File: src/sv/two_level_device_number_allocator_assert.svh
`ifndef TWO_LEVEL_DEVICE_NUMBER_ALLOCATOR_ASSERT_SVH
`define TWO_LEVEL_DEVICE_NUMBER_ALLOCATOR_ASSERT_SVH

// Same-cycle implication.
`define TLDNA_ASSERT_IMP(label, clk, rst, ante, cons) \
  label: assert property (@(posedge clk) disable iff (rst) (ante) |-> (cons)) \
    else $error("tldna assertion failed");

// Next-cycle implication.
`define TLDNA_ASSERT_NXT(label, clk, rst, ante, cons) \
  label: assert property (@(posedge clk) disable iff (rst) (ante) |=> (cons)) \
    else $error("tldna assertion failed");

`endif

File: src/sv/tldna_pkg.sv
`timescale 1ns / 1ps

package tldna_pkg;

  localparam int NUM_W         = 8;
  localparam int WORD_W        = 64;
  localparam int BIT_W         = 6;
  localparam int WORDS_PER_ROW = 4;
  localparam int WIDX_W        = 2;
  localparam int MAP_DEPTH     = 1024;
  localparam int ROW_ADDR_W    = 10;
  localparam int CNT_DEPTH     = 256;
  localparam int CNT_W         = 8;
  localparam int IN_DATA_W     = 16;
  localparam int OUT_DATA_W    = 24;

  localparam logic [NUM_W-1:0] MISC_MAJOR = 8'd10;
  localparam logic [NUM_W-1:0] TOP_NUMBER = 8'd255;
  localparam logic [CNT_W-1:0] CNT_MAX    = 8'd255;

  typedef enum logic [2:0] {
    STAT_OK         = 3'd0,
    STAT_BAD_PARAM  = 3'd1,
    STAT_NONE_FREE  = 3'd2,
    STAT_BUSY       = 3'd3,
    STAT_NOT_IN_USE = 3'd4
  } status_t;

  typedef enum logic {
    OP_ALLOC   = 1'b0,
    OP_RELEASE = 1'b1
  } op_t;

  typedef enum logic [2:0] {
    S_CLEAR,
    S_IDLE,
    S_MAJ_SCAN,
    S_ISSUE,
    S_EVAL,
    S_RESULT
  } state_t;

  typedef struct packed {
    logic clear_step;
    logic accept;
    logic scan;
    logic eval;
    logic load_out;
  } cmd_t;

  typedef struct packed {
    logic clear_done;
    logic req_bad;
    logic req_dyn_major;
    logic scan_found;
    logic scan_last;
    logic eval_next;
    logic out_free;
  } sts_t;

  function automatic logic [BIT_W-1:0] lowest_set(input logic [WORD_W-1:0] v);
    logic [BIT_W-1:0] idx;
    idx = '0;
    for (int i = WORD_W - 1; i >= 0; i--) begin
      if (v[i]) idx = BIT_W'(i);
    end
    return idx;
  endfunction

  function automatic logic [BIT_W-1:0] highest_set(input logic [WORD_W-1:0] v);
    logic [BIT_W-1:0] idx;
    idx = '0;
    for (int i = 0; i < WORD_W; i++) begin
      if (v[i]) idx = BIT_W'(i);
    end
    return idx;
  endfunction

  function automatic logic [WORD_W-1:0] major_reset_word(input logic [WIDX_W-1:0] w);
    logic [WORD_W-1:0] v;
    v = '0;
    if (w == '0) v[0] = 1'b1;
    if (MISC_MAJOR[NUM_W-1:BIT_W] == w) v[MISC_MAJOR[BIT_W-1:0]] = 1'b1;
    return v;
  endfunction

  function automatic logic [WORD_W-1:0] minor_reset_word(input logic [WIDX_W-1:0] w);
    logic [WORD_W-1:0] v;
    v = '0;
    if (w == WIDX_W'(WORDS_PER_ROW - 1)) v[WORD_W-1] = 1'b1;
    return v;
  endfunction

endpackage

File: src/sv/tldna_ctrl.sv
`timescale 1ns / 1ps

module tldna_ctrl (
  input  logic            clk,
  input  logic            rst,
  input  logic            in_valid,
  input  tldna_pkg::sts_t sts,
  output logic            in_ready,
  output tldna_pkg::cmd_t cmd
);

  tldna_pkg::state_t state, state_next;

  always_ff @(posedge clk) begin
    if (rst) begin
      state <= tldna_pkg::S_CLEAR;
    end else begin
      state <= state_next;
    end
  end

  always_comb begin
    state_next = state;
    case (state)
      tldna_pkg::S_CLEAR: begin
        if (sts.clear_done) state_next = tldna_pkg::S_IDLE;
      end
      tldna_pkg::S_IDLE: begin
        if (in_valid) begin
          if (sts.req_bad) state_next = tldna_pkg::S_RESULT;
          else if (sts.req_dyn_major) state_next = tldna_pkg::S_MAJ_SCAN;
          else state_next = tldna_pkg::S_ISSUE;
        end
      end
      tldna_pkg::S_MAJ_SCAN: begin
        if (sts.scan_found) state_next = tldna_pkg::S_ISSUE;
        else if (sts.scan_last) state_next = tldna_pkg::S_RESULT;
      end
      tldna_pkg::S_ISSUE: begin
        state_next = tldna_pkg::S_EVAL;
      end
      tldna_pkg::S_EVAL: begin
        if (sts.eval_next) state_next = tldna_pkg::S_ISSUE;
        else state_next = tldna_pkg::S_RESULT;
      end
      tldna_pkg::S_RESULT: begin
        if (sts.out_free) state_next = tldna_pkg::S_IDLE;
      end
      default: begin
        state_next = tldna_pkg::S_CLEAR;
      end
    endcase
  end

  always_comb begin
    cmd      = '0;
    in_ready = 1'b0;
    case (state)
      tldna_pkg::S_CLEAR: begin
        cmd.clear_step = 1'b1;
      end
      tldna_pkg::S_IDLE: begin
        in_ready   = 1'b1;
        cmd.accept = in_valid;
      end
      tldna_pkg::S_MAJ_SCAN: begin
        cmd.scan = 1'b1;
      end
      tldna_pkg::S_ISSUE: begin
        cmd = '0;
      end
      tldna_pkg::S_EVAL: begin
        cmd.eval = 1'b1;
      end
      tldna_pkg::S_RESULT: begin
        cmd.load_out = sts.out_free;
      end
      default: begin
        cmd = '0;
      end
    endcase
  end

endmodule

File: config.mk
export PLATFORM = sky130hd
export DESIGN_NAME = tldna_ctrl
export DESIGN_NICKNAME = d
export VERILOG_FILES = /design/src/sv/two_level_device_number_allocator_assert.svh /design/src/sv/tldna_pkg.sv /design/src/sv/tldna_ctrl.sv
export SDC_FILE = /design/constraint.sdc
export NUM_CORES = 1
export LEC_CHECK = 0
export BUFFER_PORTS_ARGS = -buffer_cell sky130_fd_sc_hd__buf_2
export CELL_PAD_IN_SITES_DETAIL_PLACEMENT = 0
export CELL_PAD_IN_SITES_GLOBAL_PLACEMENT = 2
export CORE_MARGIN = 3
export CORE_UTILIZATION = 18
export DETAILED_ROUTE_END_ITERATION = 10
export GPL_ROUTABILITY_DRIVEN = 0
export PLACE_DENSITY = 0.75
export SLEW_MARGIN = 10
export SYNTH_ARGS = -nofsm -noshare
export SYNTH_HDL_FRONTEND = slang
export SYNTH_SLANG_ARGS = --single-unit
File: constraint.sdc
create_clock -name clk -period 1.05 [get_ports clk]
set_input_delay 0.105 -clock clk [delete_from_list [all_inputs] [get_ports clk]]
set_output_delay 0.105 -clock clk [all_outputs]
set_load 0.1 [all_outputs]
==> impl_metrics.yaml <==
floorplanning:
  die_y_um: 45.7
  io_pins: 16
  core-area_mm2: 0.00138
  die_area_mm2: 0.00209
  die_w_um: 45.7
  rows: 13
  initial_core_util_pct: 20.5
layout:
  layout_common_cells: "buf_4, buf_2, buf_12, buf_6"
  fin_area_um2: 736
  final_common_cell: "buf_4"
  final_layout_size_suffix_gt1_share_pct: 78.9
  area_growth_pct: 159
  nNetsFinal: 82
  largestRegisters: "state x3"
  regMostFlops: "state"
  largest_reg_flops: 3
  antenna_cells: 0
  fillers: 129
critical_path:
  cp_top_family: "simple AND/OR/NAND/NOR gates"
  cp_num_buf_inv: 1
  cp_cell_sequence: "or2b_4, nor2_4, and2_4, buf_12"
  max_stage_delay_ns: 0.36
  rr_worst_depth: 6
  crit_type: "reg2out"
  crit_fanout: 4
  endpoint_kind: "output pin"
  cp.arrival_ns: 1.28
  slowest_stage: "dfxtp_4"
  path_depth: 4
  critPathRequiredTime_ns: 0.94
  start_kind: "register"
placement:
  place_hpwl_um: 654
  pre_cts_slack_ns: -0.205
  portBuffers: 15
  place_area_um2: 571
yosys:
  syn_inst: 36
  ys_types: 19
  yosysSeqAreaShare_pct: 21.1
  ys.warnings.count: 0
  syn_area_um2: 284
  synth-seq-cells: 3
  synth_top_area_cell: "dfxtp_1"
  syn-num-nets: 46
  synth_area_leaders: "dfxtp_1, a21oi_1, buf_6, nor2_1, and2_1"
  syn_area_per_cell_um2: 7.89
  netlist.area_leader.share_pct: 21.1
clock_network:
  clk_path_buf_depth: 2
  root_buffer: "clkbuf_4"
  cts.clk_slew.worst_paths_ns: 0.04
  cts_hold_buf: 0
  htree_levels: 1
  clkSinkCount: 3
  cts_buffers: 3
  cts_tree: "done"
  clk_latency_ns: 0.23
detailed_routing:
  wl_per_cell_um: 11.5
  vias_per_cell: 4.43
  vias: 381
  wl_um: 992
  first_iter_violations: 2
  drt_drc_violations_left: 0
  drt.antenna.violating_nets: 0
  firstDrtPassIters: 2
power:
  swShare_pct: 48.2
  leakagePower_nw: 0.326
  pwr-share-clk_pct: 7.0
  p_int_mw: 1.50
  ir_worst_vdd_v: 0.00181
  p_per_area_mw_per_mm2: 3940
  pwr-share-comb_pct: 82.9
  power.switching_mw: 1.40
  seqPwrFrac_pct: 10.2
  finalPower_mw: 2.90
sta:
  drv_slew: 0
  slew_headroom_pct: 84.6
  setup_viol: 9
  min_period_ns: 1.39
  worst_pin_slew_ns: 0.230
  fmax_mhz: 721
  final.setup.tns_ns: -2.21
  fin_skew_ns: 0.00512
  post-route-period-util_pct: 132
  hold_viol: 0
  rsz0062_at_grt: "yes"
  worst_slack_ns: -0.336
global_routing:
  grt_pass1_vias: 369
  grt-ovfl-total: 0
  grt_pass1_wl_um: 1480
  antenna_found_initial: 0
  grt.total_usage_pct: 9.92
  grt_start_max_net_pins: 9
outcome:
  failed_checks: "negative setup slack"
  outcome: "complete, but fails checks"
run:
  max-cap-violations: 0
hold_path:
  worstHoldPathType: "in2reg"
  holdPathStages: 2
[through the flow]
step	std cells	utilization [%]	hold slack [ns]
final	86	53.2	0.0620
after global routing	86	53.2	0.0749
after CTS	82	49.0	0.0468
after detailed placement	75	41.3	0.295
after global placement	75	41.3	0.296
after floorplan	36	-	0.177
[per-layer routing]
metal,routed length (um),up-vias,track usage (%)
li1,-,199,-
met1,374,171,11.5
met2,574,11,17.5
met3,43,0,0
met4,0,0,6.82
met5,0,-,0
[what timing repair did]
action,in CTS,in global routing
cloned,0,0
resized for setup,17,6
endpoints found under the setup margin,9,8
pin swaps,9,6
buffers inserted,3,4
[cell usage after synthesis]
master / instances
a21oi_1: 5
a22oi_1: 1
nor3_1: 1
and2_1: 3
or2b_1: 1
nand2_1: 1
o21ai_4: 1
nor3b_1: 1
inv_1: 1
and2b_1: 1
nor2_1: 6
dfxtp_1: 3
a311oi_1: 2
nand2b_1: 3
buf_6: 2
nor2_4: 1
a2bb2oi_1: 1
nand3_2: 1
a32o_1: 1
[area by class of cell]
class / count / area (um2) / area share (%)
inverters: 1 / 3.75 / 0.510
well taps: 15 / 18.8 / 2.55
multi-input cells: 30 / 277 / 37.6
repair buffers: 33 / 339 / 46.1
flip-flops and latches: 3 / 71.3 / 9.69
clock buffers: 4 / 26.3 / 3.57
[path summary, 6_finish.rpt]
kind,startpoint,to,slack [ns]
hold / removal,rst,state[2]$_SDFFE_PP0P_,0.06
hold reg to reg,state[2]$_SDFFE_PP0P_,state[2]$_SDFFE_PP0P_,0.58
setup reg to reg,state[0]$_SDFFE_PP0P_,state[2]$_SDFFE_PP0P_,-0.20
setup / recovery,state[0]$_SDFFE_PP0P_,cmd[3],-0.34
[worst reg2reg max path, delay by kind of cell (launching register included)]
kind	cells	cell delay, ns
flip-flops	1	0.35
buffers and inverters	2	0.24
AND/OR/NAND/NOR	1	0.13
AO/OA/AOI/OAI	3	0.39
[cells by family (layout without fill, tap and decap cells)]
logic type,Yosys count,count (layout),share of synthesized area [%]
simple gates,19,19,39.6
flops,3,3,21.1
buf+inv,3,38,9.25
compound gates,11,11,30.0
[power by group through the flow]
| stage | sequential [mW] | clock, mW | combinational, mW |
|---|---|---|---|
| floorplan | 0.209 | 0 | 1.24 |
| global placement | 0.274 | 0 | 1.95 |
| detailed placement | 0.276 | 0 | 1.95 |
| CTS | 0.312 | 0.203 | 2.18 |
| global route | 0.309 | 0.219 | 2.50 |
| finish | 0.295 | 0.201 | 2.40 |
Note: power is estimated with default switching activity, not from simulation.
